File: src/rtl/core/gpga_pkg.sv
// ----------------------------------------------------------------------------
// gpga_pkg
// shared types, codes and saturating Q16.16 helpers for the gradient accumulator
// ----------------------------------------------------------------------------
package gpga_pkg;

    localparam int Q_W        = 32;
    localparam int KIND_W     = 3;
    localparam int ROW_W      = 1;
    localparam int COL_W      = 2;
    localparam int COL_IDX_W  = 4;
    localparam int MUL_W      = Q_W + 1;
    localparam int PROD_W     = 2 * MUL_W;
    localparam int S_TDATA_W  = 40;
    localparam int S_TUSER_W  = KIND_W;
    localparam int M_TDATA_W  = Q_W;
    localparam int M_TUSER_W  = 1;

    localparam logic [Q_W-1:0] Q_MAX = 32'h7fff_ffff;
    localparam logic [Q_W-1:0] Q_MIN = 32'h8000_0000;
    localparam logic [Q_W-1:0] INV_VAR_RESET = 32'h0002_0000;

    localparam logic [KIND_W-1:0] KIND_LOAD_W = 3'd0;
    localparam logic [KIND_W-1:0] KIND_LOAD_O = 3'd1;
    localparam logic [KIND_W-1:0] KIND_ACTION = 3'd2;
    localparam logic [KIND_W-1:0] KIND_CLEAR  = 3'd3;
    localparam logic [KIND_W-1:0] KIND_READ   = 3'd4;

    typedef enum logic [1:0] {
        MUL_WO,
        MUL_EO,
        MUL_TI
    } mul_sel_t;

    typedef enum logic [1:0] {
        RES_ZERO,
        RES_ERR,
        RES_GRAD
    } res_sel_t;

    typedef struct packed {
        logic                 load_item;
        logic                 wr_weight;
        logic                 wr_obs;
        logic                 clr_grad;
        logic                 rd_en;
        logic [COL_IDX_W-1:0] rd_col;
        logic                 g_rd_en;
        logic                 g_rd_item;
        logic [COL_IDX_W-1:0] g_rd_col;
        logic                 mul_en;
        mul_sel_t             mul_sel;
        logic                 acc_add;
        logic                 err_set;
        logic                 g_wr;
        logic [COL_IDX_W-1:0] g_wr_col;
        logic                 out_load;
        res_sel_t             res_sel;
    } gpga_cmd_t;

    typedef struct packed {
        logic [KIND_W-1:0] kind;
        logic              row_ok;
        logic              col_ok;
        logic              out_free;
    } gpga_stat_t;

    typedef struct packed {
        logic [Q_W-1:0] v;
        logic           sat;
    } q_res_t;

    // floor to Q16.16 then clamp to 32 bits
    function automatic q_res_t sat_floor16(input logic [PROD_W-1:0] p);
        logic [PROD_W-17:0] s;
        q_res_t             r;
        s     = p[PROD_W-1:16];
        r.sat = !((&s[PROD_W-17:Q_W-1]) || (~|s[PROD_W-17:Q_W-1]));
        r.v   = r.sat ? (s[PROD_W-17] ? Q_MIN : Q_MAX) : s[Q_W-1:0];
        return r;
    endfunction

    function automatic q_res_t add_sat(input logic [Q_W-1:0] a, input logic [Q_W-1:0] b,
                                       input logic sub);
        logic [Q_W:0] s;
        q_res_t       r;
        s     = sub ? ({a[Q_W-1], a} - {b[Q_W-1], b}) : ({a[Q_W-1], a} + {b[Q_W-1], b});
        r.sat = s[Q_W] ^ s[Q_W-1];
        r.v   = r.sat ? (s[Q_W] ? Q_MIN : Q_MAX) : s[Q_W-1:0];
        return r;
    endfunction

endpackage

File: src/rtl/core/gaussian_policy_grad_accum.sv
// ----------------------------------------------------------------------------
// gaussian_policy_grad_accum
// action item: result enters the output register after the dot and update passes
// load, clear and read items: result enters the output register after decode
// one item at a time; the next beat is taken once the result is in the output
// register; a stalled output holds the block in S_FIN until the register is free
// the shared multiplier sets the action time: one dot pass over the
// columns, then two products per column in the update pass
// rst_n async active low: gradient reads zero, inv_variance 2.0, no beat pending
// ----------------------------------------------------------------------------
module gaussian_policy_grad_accum
    import gpga_pkg::*;
#(
    parameter int ACTION_DIM = 2,
    parameter int POLICY_DIM = 4
)
(
    input  logic                 clk,
    input  logic                 rst_n,
    input  logic                 s_axis_tvalid,
    output logic                 s_axis_tready,
    input  logic [S_TDATA_W-1:0] s_axis_tdata,  // row, col, value, zero pad
    input  logic [S_TUSER_W-1:0] s_axis_tuser,  // kind
    output logic                 m_axis_tvalid,
    input  logic                 m_axis_tready,
    output logic [M_TDATA_W-1:0] m_axis_tdata,  // result_value
    output logic [M_TUSER_W-1:0] m_axis_tuser,  // saturated
    input  logic                 cfg_valid,
    output logic                 cfg_ready,
    input  logic [Q_W-1:0]       cfg_data
);

    gpga_cmd_t  cmd;
    gpga_stat_t stat;
    logic       out_sat;

    assign cfg_ready = 1'b1;

    gpga_ctrl #(
        .POLICY_DIM (POLICY_DIM)
    ) u_ctrl (
        .clk      (clk),
        .rst_n    (rst_n),
        .in_valid (s_axis_tvalid),
        .in_ready (s_axis_tready),
        .stat     (stat),
        .cmd      (cmd)
    );

    gpga_dp #(
        .ACTION_DIM (ACTION_DIM),
        .POLICY_DIM (POLICY_DIM)
    ) u_dp (
        .clk       (clk),
        .rst_n     (rst_n),
        .cmd       (cmd),
        .stat      (stat),
        .in_kind   (s_axis_tuser[KIND_W-1:0]),
        .in_row    (s_axis_tdata[ROW_W-1:0]),
        .in_col    (s_axis_tdata[ROW_W+COL_W-1:ROW_W]),
        .in_value  (s_axis_tdata[ROW_W+COL_W+Q_W-1:ROW_W+COL_W]),
        .cfg_valid (cfg_valid),
        .cfg_data  (cfg_data),
        .out_valid (m_axis_tvalid),
        .out_ready (m_axis_tready),
        .out_value (m_axis_tdata),
        .out_sat   (out_sat)
    );

    assign m_axis_tuser = out_sat;

`ifndef SYNTHESIS
    a_one_item: assert property (@(posedge clk) disable iff (!rst_n)
        (s_axis_tvalid && s_axis_tready) |=> !s_axis_tready)
        else $error("input beat taken while an item is in progress");

    a_no_overwrite: assert property (@(posedge clk) disable iff (!rst_n)
        cmd.out_load |-> (!m_axis_tvalid || m_axis_tready))
        else $error("result register overwritten before its beat was taken");

    a_weight_port: assert property (@(posedge clk) disable iff (!rst_n)
        (cmd.wr_weight || cmd.wr_obs || cmd.clr_grad) |-> (!cmd.rd_en && !cmd.mul_en && !cmd.g_wr))
        else $error("store update overlaps an action pass");
`endif

endmodule

File: src/rtl/core/gpga_ctrl.sv
// ----------------------------------------------------------------------------
// gpga_ctrl
// sequencer: decodes each item and steps the dot and update passes
// ----------------------------------------------------------------------------
module gpga_ctrl
    import gpga_pkg::*;
#(
    parameter int POLICY_DIM = 4
)
(
    input  logic       clk,
    input  logic       rst_n,
    input  logic       in_valid,
    output logic       in_ready,
    input  gpga_stat_t stat,
    output gpga_cmd_t  cmd
);

    localparam int CNT_W = $clog2(2 * POLICY_DIM + 2);
    localparam logic [CNT_W-1:0] CNT_ONE      = CNT_W'(1);
    localparam logic [CNT_W-1:0] CNT_TWO      = CNT_W'(2);
    localparam logic [CNT_W-1:0] CNT_THREE    = CNT_W'(3);
    localparam logic [CNT_W-1:0] CNT_P        = CNT_W'(POLICY_DIM);
    localparam logic [CNT_W-1:0] CNT_2P       = CNT_W'(2 * POLICY_DIM);
    localparam logic [CNT_W-1:0] CNT_DOT_LAST = CNT_W'(POLICY_DIM + 1);
    localparam logic [CNT_W-1:0] CNT_UPD_LAST = CNT_W'(2 * POLICY_DIM + 1);

    typedef enum logic [2:0] {
        S_IDLE,
        S_EXEC,
        S_DOT,
        S_UPD,
        S_FIN
    } state_t;

    state_t           state_reg;
    logic [CNT_W-1:0] cnt_reg;
    res_sel_t         res_sel_reg;

    assign in_ready = (state_reg == S_IDLE);

    always_comb
    begin
        cmd         = '0;
        cmd.mul_sel = MUL_WO;
        cmd.res_sel = res_sel_reg;
        unique case (state_reg)
            S_IDLE:
            begin
                cmd.load_item = in_valid;
            end
            S_EXEC:
            begin
                unique case (stat.kind)
                    KIND_LOAD_W: cmd.wr_weight = stat.row_ok && stat.col_ok;
                    KIND_LOAD_O: cmd.wr_obs    = stat.col_ok;
                    KIND_CLEAR:  cmd.clr_grad  = 1'b1;
                    KIND_READ:
                    begin
                        cmd.g_rd_en   = stat.row_ok && stat.col_ok;
                        cmd.g_rd_item = 1'b1;
                    end
                    default:
                    begin
                        cmd.g_rd_item = 1'b0;
                    end
                endcase
            end
            S_DOT:
            begin
                cmd.rd_en   = (cnt_reg < CNT_P);
                cmd.rd_col  = COL_IDX_W'(cnt_reg);
                cmd.mul_en  = (cnt_reg >= CNT_ONE) && (cnt_reg <= CNT_P);
                cmd.acc_add = (cnt_reg >= CNT_TWO);
            end
            S_UPD:
            begin
                cmd.err_set  = (cnt_reg == '0);
                cmd.rd_en    = !cnt_reg[0] && (cnt_reg < CNT_2P);
                cmd.rd_col   = COL_IDX_W'(cnt_reg >> 1);
                cmd.mul_en   = (cnt_reg[0] && (cnt_reg < CNT_2P))
                               || (!cnt_reg[0] && (cnt_reg >= CNT_TWO));
                cmd.mul_sel  = cnt_reg[0] ? MUL_EO : MUL_TI;
                cmd.g_rd_en  = !cnt_reg[0] && (cnt_reg >= CNT_TWO);
                cmd.g_rd_col = COL_IDX_W'((cnt_reg >> 1) - CNT_ONE);
                cmd.g_wr     = cnt_reg[0] && (cnt_reg >= CNT_THREE);
                cmd.g_wr_col = COL_IDX_W'((cnt_reg >> 1) - CNT_ONE);
            end
            S_FIN:
            begin
                cmd.out_load = stat.out_free;
            end
            default:
            begin
                cmd.load_item = 1'b0;
            end
        endcase
    end

    always_ff @(posedge clk or negedge rst_n)
    begin
        if (!rst_n)
        begin
            state_reg   <= S_IDLE;
            cnt_reg     <= '0;
            res_sel_reg <= RES_ZERO;
        end
        else
        begin
            unique case (state_reg)
                S_IDLE:
                begin
                    if (in_valid)
                    begin
                        state_reg <= S_EXEC;
                    end
                end
                S_EXEC:
                begin
                    cnt_reg <= '0;
                    if (stat.kind == KIND_ACTION && stat.row_ok)
                    begin
                        res_sel_reg <= RES_ERR;
                        state_reg   <= S_DOT;
                    end
                    else
                    begin
                        res_sel_reg <= (stat.kind == KIND_READ && stat.row_ok && stat.col_ok)
                                       ? RES_GRAD : RES_ZERO;
                        state_reg   <= S_FIN;
                    end
                end
                S_DOT:
                begin
                    if (cnt_reg == CNT_DOT_LAST)
                    begin
                        cnt_reg   <= '0;
                        state_reg <= S_UPD;
                    end
                    else
                    begin
                        cnt_reg <= cnt_reg + CNT_ONE;
                    end
                end
                S_UPD:
                begin
                    if (cnt_reg == CNT_UPD_LAST)
                    begin
                        cnt_reg   <= '0;
                        state_reg <= S_FIN;
                    end
                    else
                    begin
                        cnt_reg <= cnt_reg + CNT_ONE;
                    end
                end
                S_FIN:
                begin
                    if (stat.out_free)
                    begin
                        state_reg <= S_IDLE;
                    end
                end
                default:
                begin
                    state_reg <= S_IDLE;
                end
            endcase
        end
    end

endmodule

File: src/rtl/core/gpga_dp.sv
// ----------------------------------------------------------------------------
// gpga_dp
// datapath: weight, observation and gradient stores, shared multiplier,
// accumulator and output register
// ----------------------------------------------------------------------------
module gpga_dp
    import gpga_pkg::*;
#(
    parameter int ACTION_DIM = 2,
    parameter int POLICY_DIM = 4
)
(
    input  logic              clk,
    input  logic              rst_n,
    input  gpga_cmd_t         cmd,
    output gpga_stat_t        stat,
    input  logic [KIND_W-1:0] in_kind,
    input  logic [ROW_W-1:0]  in_row,
    input  logic [COL_W-1:0]  in_col,
    input  logic [Q_W-1:0]    in_value,
    input  logic              cfg_valid,
    input  logic [Q_W-1:0]    cfg_data,
    output logic              out_valid,
    input  logic              out_ready,
    output logic [Q_W-1:0]    out_value,
    output logic              out_sat
);

    localparam int DEPTH = ACTION_DIM * POLICY_DIM;
    localparam int WA    = (DEPTH > 1) ? $clog2(DEPTH) : 1;
    localparam int OA    = (POLICY_DIM > 1) ? $clog2(POLICY_DIM) : 1;

    logic [KIND_W-1:0] kind_reg;
    logic [ROW_W-1:0]  row_reg;
    logic [COL_W-1:0]  col_reg;
    logic [Q_W-1:0]    value_reg;

    logic [Q_W-1:0]    inv_var_reg;
    logic [Q_W-1:0]    w_mem [DEPTH];
    logic [Q_W-1:0]    o_mem [POLICY_DIM];
    logic [Q_W-1:0]    g_mem [DEPTH];
    logic [DEPTH-1:0]  g_valid_reg;

    logic [Q_W-1:0]    w_q_reg;
    logic [Q_W-1:0]    o_q_reg;
    logic [Q_W-1:0]    g_q_reg;
    logic [PROD_W-1:0] prod_reg;
    logic [Q_W-1:0]    acc_reg;
    logic [Q_W-1:0]    err_reg;
    logic              sat_reg;
    logic              sat_next;
    logic              out_valid_reg;
    logic [Q_W-1:0]    out_value_reg;
    logic              out_sat_reg;

    logic [WA-1:0]     w_wr_addr;
    logic [WA-1:0]     w_rd_addr;
    logic [OA-1:0]     o_wr_addr;
    logic [OA-1:0]     o_rd_addr;
    logic [WA-1:0]     g_rd_addr;
    logic [WA-1:0]     g_wr_addr;
    logic [MUL_W-1:0]  mul_a;
    logic [MUL_W-1:0]  mul_b;
    q_res_t            prod_q;
    q_res_t            acc_sum;
    q_res_t            err_sum;
    q_res_t            g_new;
    logic [Q_W-1:0]    out_mux;

    assign w_wr_addr = WA'(32'(row_reg) * POLICY_DIM + 32'(col_reg));
    assign w_rd_addr = WA'(32'(row_reg) * POLICY_DIM + 32'(cmd.rd_col));
    assign o_wr_addr = OA'(col_reg);
    assign o_rd_addr = OA'(cmd.rd_col);
    assign g_rd_addr = cmd.g_rd_item ? w_wr_addr
                                     : WA'(32'(row_reg) * POLICY_DIM + 32'(cmd.g_rd_col));
    assign g_wr_addr = WA'(32'(row_reg) * POLICY_DIM + 32'(cmd.g_wr_col));

    assign stat.kind     = kind_reg;
    assign stat.row_ok   = (32'(row_reg) < ACTION_DIM);
    assign stat.col_ok   = (32'(col_reg) < POLICY_DIM);
    assign stat.out_free = !out_valid_reg || out_ready;

    // item capture
    always_ff @(posedge clk)
    begin
        if (cmd.load_item)
        begin
            kind_reg  <= in_kind;
            row_reg   <= in_row;
            col_reg   <= in_col;
            value_reg <= in_value;
        end
    end

    always_ff @(posedge clk or negedge rst_n)
    begin
        if (!rst_n)
        begin
            inv_var_reg <= INV_VAR_RESET;
        end
        else if (cfg_valid)
        begin
            inv_var_reg <= cfg_data;
        end
    end

    // weight and observation stores
    always_ff @(posedge clk)
    begin
        if (cmd.wr_weight)
        begin
            w_mem[w_wr_addr] <= value_reg;
        end
        if (cmd.rd_en)
        begin
            w_q_reg <= w_mem[w_rd_addr];
        end
    end

    always_ff @(posedge clk)
    begin
        if (cmd.wr_obs)
        begin
            o_mem[o_wr_addr] <= value_reg;
        end
        if (cmd.rd_en)
        begin
            o_q_reg <= o_mem[o_rd_addr];
        end
    end

    // gradient store, unwritten entries read as zero
    always_ff @(posedge clk)
    begin
        if (cmd.g_wr)
        begin
            g_mem[g_wr_addr] <= g_new.v;
        end
        if (cmd.g_rd_en)
        begin
            g_q_reg <= g_valid_reg[g_rd_addr] ? g_mem[g_rd_addr] : '0;
        end
    end

    always_ff @(posedge clk or negedge rst_n)
    begin
        if (!rst_n)
        begin
            g_valid_reg <= '0;
        end
        else if (cmd.clr_grad)
        begin
            g_valid_reg <= '0;
        end
        else if (cmd.g_wr)
        begin
            g_valid_reg[g_wr_addr] <= 1'b1;
        end
    end

    // shared multiplier
    assign prod_q = sat_floor16(prod_reg);

    always_comb
    begin
        unique case (cmd.mul_sel)
            MUL_WO:
            begin
                mul_a = {w_q_reg[Q_W-1], w_q_reg};
                mul_b = {o_q_reg[Q_W-1], o_q_reg};
            end
            MUL_EO:
            begin
                mul_a = {err_reg[Q_W-1], err_reg};
                mul_b = {o_q_reg[Q_W-1], o_q_reg};
            end
            MUL_TI:
            begin
                mul_a = {prod_q.v[Q_W-1], prod_q.v};
                mul_b = {1'b0, inv_var_reg};
            end
            default:
            begin
                mul_a = '0;
                mul_b = '0;
            end
        endcase
    end

    always_ff @(posedge clk)
    begin
        if (cmd.mul_en)
        begin
            prod_reg <= PROD_W'($signed(mul_a) * $signed(mul_b));
        end
    end

    assign acc_sum = add_sat(acc_reg, prod_q.v, 1'b0);
    assign err_sum = add_sat(acc_reg, value_reg, 1'b1);
    assign g_new   = add_sat(g_q_reg, prod_q.v, 1'b1);

    always_comb
    begin
        sat_next = sat_reg
                   | (cmd.acc_add & (prod_q.sat | acc_sum.sat))
                   | (cmd.err_set & err_sum.sat)
                   | (cmd.mul_en & (cmd.mul_sel == MUL_TI) & prod_q.sat)
                   | (cmd.g_wr & (prod_q.sat | g_new.sat));
    end

    always_ff @(posedge clk)
    begin
        if (cmd.load_item)
        begin
            acc_reg <= '0;
            sat_reg <= 1'b0;
        end
        else
        begin
            sat_reg <= sat_next;
            if (cmd.acc_add)
            begin
                acc_reg <= acc_sum.v;
            end
        end
        if (cmd.err_set)
        begin
            err_reg <= err_sum.v;
        end
    end

    // result register
    always_comb
    begin
        unique case (cmd.res_sel)
            RES_ERR:  out_mux = err_reg;
            RES_GRAD: out_mux = g_q_reg;
            default:  out_mux = '0;
        endcase
    end

    always_ff @(posedge clk or negedge rst_n)
    begin
        if (!rst_n)
        begin
            out_valid_reg <= 1'b0;
        end
        else if (cmd.out_load)
        begin
            out_valid_reg <= 1'b1;
        end
        else if (out_ready)
        begin
            out_valid_reg <= 1'b0;
        end
    end

    always_ff @(posedge clk)
    begin
        if (cmd.out_load)
        begin
            out_value_reg <= out_mux;
            out_sat_reg   <= sat_reg;
        end
    end

    assign out_valid = out_valid_reg;
    assign out_value = out_value_reg;
    assign out_sat   = out_sat_reg;

endmodule

File: config.mk
export PLATFORM = sky130hd
export DESIGN_NAME = gaussian_policy_grad_accum
export DESIGN_NICKNAME = d
export VERILOG_FILES = /design/src/rtl/core/gpga_pkg.sv /design/src/rtl/core/gaussian_policy_grad_accum.sv /design/src/rtl/core/gpga_ctrl.sv /design/src/rtl/core/gpga_dp.sv
export SDC_FILE = /design/constraint.sdc
export NUM_CORES = 2
export LEC_CHECK = 0
export ABC_CLOCK_PERIOD_IN_PS = 11900
export BUFFER_PORTS_ARGS = -buffer_cell sky130_fd_sc_hd__buf_2
export CAP_MARGIN = 20
export CORE_MARGIN = 2
export CORE_UTILIZATION = 55
export DETAILED_ROUTE_END_ITERATION = 6
export PLACE_DENSITY = 0.68
export SLEW_MARGIN = 20
export SYNTH_ARGS = -nofsm -noshare
export SYNTH_HDL_FRONTEND = slang
export SYNTH_SLANG_ARGS = --single-unit
File: constraint.sdc
create_clock -name clk -period 11.9 [get_ports clk]
set_input_delay 0.595 -clock clk [delete_from_list [all_inputs] [get_ports clk]]
set_output_delay 0.595 -clock clk [all_outputs]
set_load 0.1 [all_outputs]
* After elaboration in Yosys (flattened, before gate mapping)
Memory sizes are Yosys's and may differ from the RTL's. A register that Yosys moved wholly into a read port is not among the register bits. Cells that the tools add are included. Widths: inputs -> output; s select.
Word-level totals: flip-flop bits (word level) 252, memory bits (writable) 640, input bits 80, memories 3
Cells by class: add/subtract/negate cells 9, multiply operators 1, magnitude comparators 9, eq/ne operators 18, multiplexer cells 53, bitwise gates (word level) 15, reductions and logical operators 25
Memory list:
- u_dp.g_mem | words 8, bits a word 32, read ports 1, clocked after Yosys merged registers in 1, write ports 1, RTL line gpga_dp.sv:41 | logic [Q_W-1:0] g_mem [DEPTH];
- u_dp.w_mem | words 8, bits a word 32, read ports 1, clocked after Yosys merged registers in 1, write ports 1, RTL line gpga_dp.sv:39 | logic [Q_W-1:0] w_mem [DEPTH];
- u_dp.o_mem | words 4, bits a word 32, read ports 1, clocked after Yosys merged registers in 1, write ports 1, RTL line gpga_dp.sv:40 | logic [Q_W-1:0] o_mem [POLICY_DIM];
Operators with widths (number):
- $mux 32 | 8
- $pmux 33 s3 | 1
- $mul 33x33->66 | 1
- $pmux 33 s2 | 1
- $sub 32x32->33 | 2
- $pmux 32 s2 | 1
- $add 32x32->33 | 1
- $mux 3 | 8
- $reduce_and 19->1 | 1
- $reduce_or 19->1 | 1
- $mux 1 | 18
- $mux 8 | 2
- $pmux 3 s5 | 1
- $eq 3x2->1 const B | 4
- $pmux 4 s3 | 1
- $pmux 5 s2 | 1
- $add 3x3->3 | 3
- $ge 4x2->1 const B | 2
- $lt 3x4->1 const B | 2
- $mux 2 | 4
- $mux 4 | 2
- $or 8x8->8 | 1
- $eq 3x1->1 const B | 2
- $eq 3x3->1 const B | 2
- other kinds (31) | 60

* Depth between registers and ports, before layout
depth in word-level cells 12, mapped depth 41, gate-level depth less buffers 38

* By module
From an unflattened synthesis, not the netlist that was laid out.
Unflattened totals: cell total of the unflattened synthesis 6916, area total of the unflattened synthesis 79503.8 µm²
By module, submodules not included:
- gpga_dp | instances 1, cells each 6805, area each 78626.7 µm², sequential area each 28383.5 µm²
- gpga_ctrl | instances 1, cells each 109, area each 865.8 µm², sequential area each 225.2 µm²
- gaussian_policy_grad_accum | instances 1, cells each 2, area each 11.3 µm², sequential area each 0.0 µm²

* Worst setup path before layout
No wires, ideal clock.
path type register -> register, start point register u_dp.prod_reg[65], end point register u_dp.prod_reg[65], data pin, library setup time 261 ps, arrival 9399 ps, path slack 2240 ps, stages on the path, launching flop included 38, buffers on the path 3, clock period less this slack 9660 ps, path through edfxtp_1 > nor4_1 > nand2_1 > or3_1 > nand2_1 > nor2_1 > clkbuf_1 > a21o_1 > nor2_1 > o31a_1 > clkbuf_1 > clkbuf_1 > nor2_1 > fa_1 > inv_1 > fa_1 > inv_1 > fa_1 > [... 2 more ...] > fa_1 > fa_1 > inv_1 > fa_1 > inv_1 > fa_1 > inv_1 > ha_1 > nand4_1 > or4_1 > nor2_1 > o211ai_2 > a21oi_2 > o21bai_2 > and3_1 > or4_4 > a211oi_2 > nor3b_2
On the way: longest elaborated chain between the ends 6
RTL lines:
- start: declaration | RTL line gpga_dp.sv:47 | logic [PROD_W-1:0] prod_reg;
- start signal: assignment | RTL line gpga_dp.sv:194 | prod_reg <= PROD_W'($signed(mul_a) * $signed(mul_b));
- $reduce_or 19->1 | RTL line gpga_pkg.sv:78 | r.sat = !((&s[PROD_W-17:Q_W-1]) || (~|s[PROD_W-17:Q_W-1]));
- $logic_not 1->1 | RTL line gpga_pkg.sv:78
- $logic_or 1x1->1 | RTL line gpga_pkg.sv:78
- $mux 32 (*) | RTL line gpga_pkg.sv:79 | r.v = r.sat ? (s[PROD_W-17] ? Q_MIN : Q_MAX) : s[Q_W-1:0];
- $pmux 33 s3 (*) | RTL line gpga_dp.sv:166 | unique case (cmd.mul_sel)
- $mul 33x33->66 (*) | RTL line gpga_dp.sv:194
Every way passes the cells marked *; elsewhere a longest branch is shown, timed or not. A chain may end at the register's enable or synchronous reset.

* Worst setup path after layout
start point register u_ctrl.state_reg[1], end point register u_dp.prod_reg[65], data pin
On the way: longest elaborated chain between the ends 6
RTL lines:
- start: declaration | RTL line gpga_ctrl.sv:36 | state_t state_reg;
- start signal: assignment | RTL line gpga_ctrl.sv:104 | state_reg <= S_IDLE;
- start signal: assignment | RTL line gpga_ctrl.sv:115 | state_reg <= S_EXEC;
- start signal: assignment | RTL line gpga_ctrl.sv:124 | state_reg <= S_DOT;
- $eq 3x2->1 (*) | RTL line gpga_ctrl.sv:47 | unique case (state_reg)
- $mux 2 (*) | RTL line gpga_ctrl.sv:47
- $eq 2x1->1 or $logic_not 2->1 (tied branches) | RTL line gpga_dp.sv:166
- $reduce_or 2->1 (no line)
- $pmux 33 s2 | RTL line gpga_dp.sv:166
- $mul 33x33->66 (*) | RTL line gpga_dp.sv:194
Marked as above.

==> metrics.yaml <==
critPathRequiredTime_ps: 12390
fin_skew_ps: 79.04
synth_top_area_share: 0.3329
drc: 0
yosysWarnings: 0
netlist_area_sq_um: 80190
outcome: "finished clean"
via_per_inst: 5.875
numCtsBuffers: 101
htree_levels: 3
crit-reg2reg-launch: "u_ctrl.state_reg[1]"
port_buffers: 109
synth_cell_types: 101
min_path_cells: 1
reg2reg_depth: 32
cts_buffer_depth: 3
critical_path.startpoint: "u_ctrl.state_reg[1]"
first_pass_iters: 6
synth_top_cell_by_area: "edfxtp_1"
cts_tree: "built"
synth.avg_cell_area_sq_um: 10.34
synthArstFlopShare: 0.05144
path_clk_slew_ps: 60
drt_wl_total_microns: 253000
core_area_sq_um: 145200
ctsResizeCount: 0
grt_max_degree: 99
track_usage: 0.3490
endpoint_kind: "flip-flop"
cp_num_buf_inv: 8
drtAntennaViolNets: 0
synthFlopType: "edfxtp_1"
rr_endpoint: "u_dp.prod_reg[65]"
hold_class: "in -> reg"
final_max_slew_viol_count: 0
worstSkewPairLatency_ps: 740
grt_pass1_vias: 59426
drive_above_1_share: 0.08391
synthToLayoutAreaGrowth_pct: 8.801
antenna_found_initial: 8
worstPathMaxFanout: 12
worstSetupPathType: "reg -> reg"
synth_cells: 7754
grt_pass1_wl_microns: 376900
row_count: 140
vias: 57626
die_x_microns: 385.8
busiest_layer: "met2"
cts_root_buf: "clkbuf_16"
synthTopCellsByArea: "edfxtp_1, fa_1, nand2_1, inv_1, ha_1"
die_y_microns: 385.8
relSlewSlack: 0.1879
setup_viol: 0
layout.nets: 9323
use_met3: 0.09209
dieArea_sq_um: 148900
hp-start: "s_axis_tdata[13]"
setup_tns_ps: 0
max_freq_mhz: 89.13
path_common_cell: "fa_1"
cp_slowest_stage_delay_ps: 740
drtIter0Drc: 6177
wl_per_cell_microns: 25.79
timing.final.crit_share: 0.9428
critPathLaunchType: "flip-flop"
ys_seq_area_frac: 0.3568
worstPathArrival_ps: 11710
use_met1: 0.4652
gr-usage-met2: 0.5351
maxCapViolCount: 0
postCtsSetupBuffers: 0
ys_seq_elements: 972
clkSinkCount: 972
top_regs: "u_dp.g_mem: 256 flops, u_dp.w_mem: 256 flops, u_dp.o_mem: 128 flops"
crit_family: "adder cells"
start_util: 0.5522
grt_overflow: 0
dpl.hpwl_microns: 187200
synth_edf_count: 889
critical-path-slowest-cell: "nand2_1"
min_to: "u_dp.value_reg[10]"
worst_slew_pin_slew_ps: 1218
rsz0062_at_grt: "false"
hold_viol: 0
gp_congestion: 1.006
ff2ff_setup_slack_ps: 680
min_period_ps: 11220
io-pin-count: 116
syn_nets: 9275
cell usage after synthesis, drive strengths merged, types with 6 or more instances:
| cell | instances |
|---|---|
| nand4b | 6 |
| a31o | 6 |
| nor2b | 22 |
| o211a | 24 |
| nand4 | 27 |
| a22oi | 34 |
| nor3 | 30 |
| nor4 | 10 |
| clkbuf | 349 |
| a21oi | 191 |
| mux2 | 34 |
| nand2 | 1350 |
| nor2 | 766 |
| a311oi | 35 |
| and2 | 38 |
| xor2 | 50 |
| a211o | 10 |
| ha | 317 |
| a31oi | 80 |
| dfrtp | 49 |
| a211oi | 26 |
| fa | 1124 |
| inv | 1211 |
| a21o | 121 |
| edfxtp | 889 |
| and3 | 84 |
| nand2b | 36 |
| dfxtp | 33 |
| o21ai | 131 |
| maj3 | 41 |
| o31a | 29 |
| o31ai | 36 |
| o21bai | 19 |
| xnor2 | 94 |
| mux2i | 11 |
| nand3 | 263 |
| or2 | 17 |
| o21a | 19 |
| or3 | 8 |
| o211ai | 23 |
| buf | 46 |
layout by cell type (no fill, tap or decap), drive strengths merged, types with 41 or more instances in the layout:
cell | synthesis | layout
nand2 | 1350 | 1350
inv | 1211 | 1217
fa | 1124 | 1124
edfxtp | 889 | 889
nor2 | 766 | 766
ha | 317 | 317
buf | 46 | 317
nand3 | 263 | 263
a21oi | 191 | 191
o21ai | 131 | 131
clkbuf | 349 | 124
a21o | 121 | 121
xnor2 | 94 | 94
and3 | 84 | 84
a31oi | 80 | 80
xor2 | 50 | 50
dfrtp | 49 | 49
clkinv | 0 | 46
maj3 | 41 | 41
cells by family (layout without fill, tap and decap cells):
| kind of cell | count (synthesis) | in the layout | synth area share |
|---|---|---|---|
| XOR/XNOR | 144 | 144 | 0.01573 |
| other | 1 | 4 | 0.00004677 |
| flip-flops | 972 | 972 | 0.3568 |
| multiplexers | 45 | 45 | 0.006148 |
| AND/OR/NAND/NOR | 2681 | 2681 | 0.1401 |
| AO/OA/AOI/OAI | 822 | 822 | 0.06934 |
| adder cells (fa/ha/maj) | 1482 | 1482 | 0.3355 |
| buffers and inverters | 1607 | 1742 | 0.07635 |
routing by layer:
metal  share of wire  up-vias
li1                -    24983
met1            0.39    29115
met2            0.45     2962
met3            0.11      560
met4           0.056        6
met5         0.00018        -
worst reg2reg max path, delay by kind of cell, from the launching register on:
family                   cells  cell delay (ps)
AO/OA/AOI/OAI                5             1290
flip-flops                   1              590
AND/OR/NAND/NOR             10             3740
adder cells (fa/ha/maj)      9             4330
buffers and inverters        8             1050
area by class of cell:
type                    count  area [sq um]
diodes                      3         7.507
clock buffers             124          2665
clock inverters            66         653.1
fillers                 11932         57970
inverters                1211          4546
multi-input cells        5175         45980
flip-flops and latches    972         28610
well taps                1917          2399
repair buffers            341          2385
how the worst max path moves through the flow:
stage | end | cells after the start
after floorplan | u_dp.prod_reg[65] | 37
after global placement | u_dp.prod_reg[65] | 29
after detailed placement | u_dp.prod_reg[65] | 32
after CTS | u_dp.prod_reg[65] | 29
after global routing | u_dp.prod_reg[59] | 34
final | u_dp.prod_reg[65] | 32
timing repair:
action	in CTS	in global routing
setup endpoints to repair	0	0
hold endpoints to repair	24	0
hold buffers	24	0
stage by stage:
stage	worst slack (ps)	instance area, sq um	std cells	hold slack [ps]	utilization
2_1_floorplan	2240	80190	7754	299.4	-
3_3_place_gp	851.8	83670	9592	474.4	0.5762
3_5_place_dp	792.6	83670	9592	479.6	0.5762
4_1_cts	809.3	87230	9806	9.160	0.6007
5_1_grt	322.9	87230	9806	28.94	0.6007
6_report	680.4	87240	9809	56.92	0.6008
Power is not shown: default switching activity piles up to over one toggle a cycle in this logic, so the estimate is an artifact.
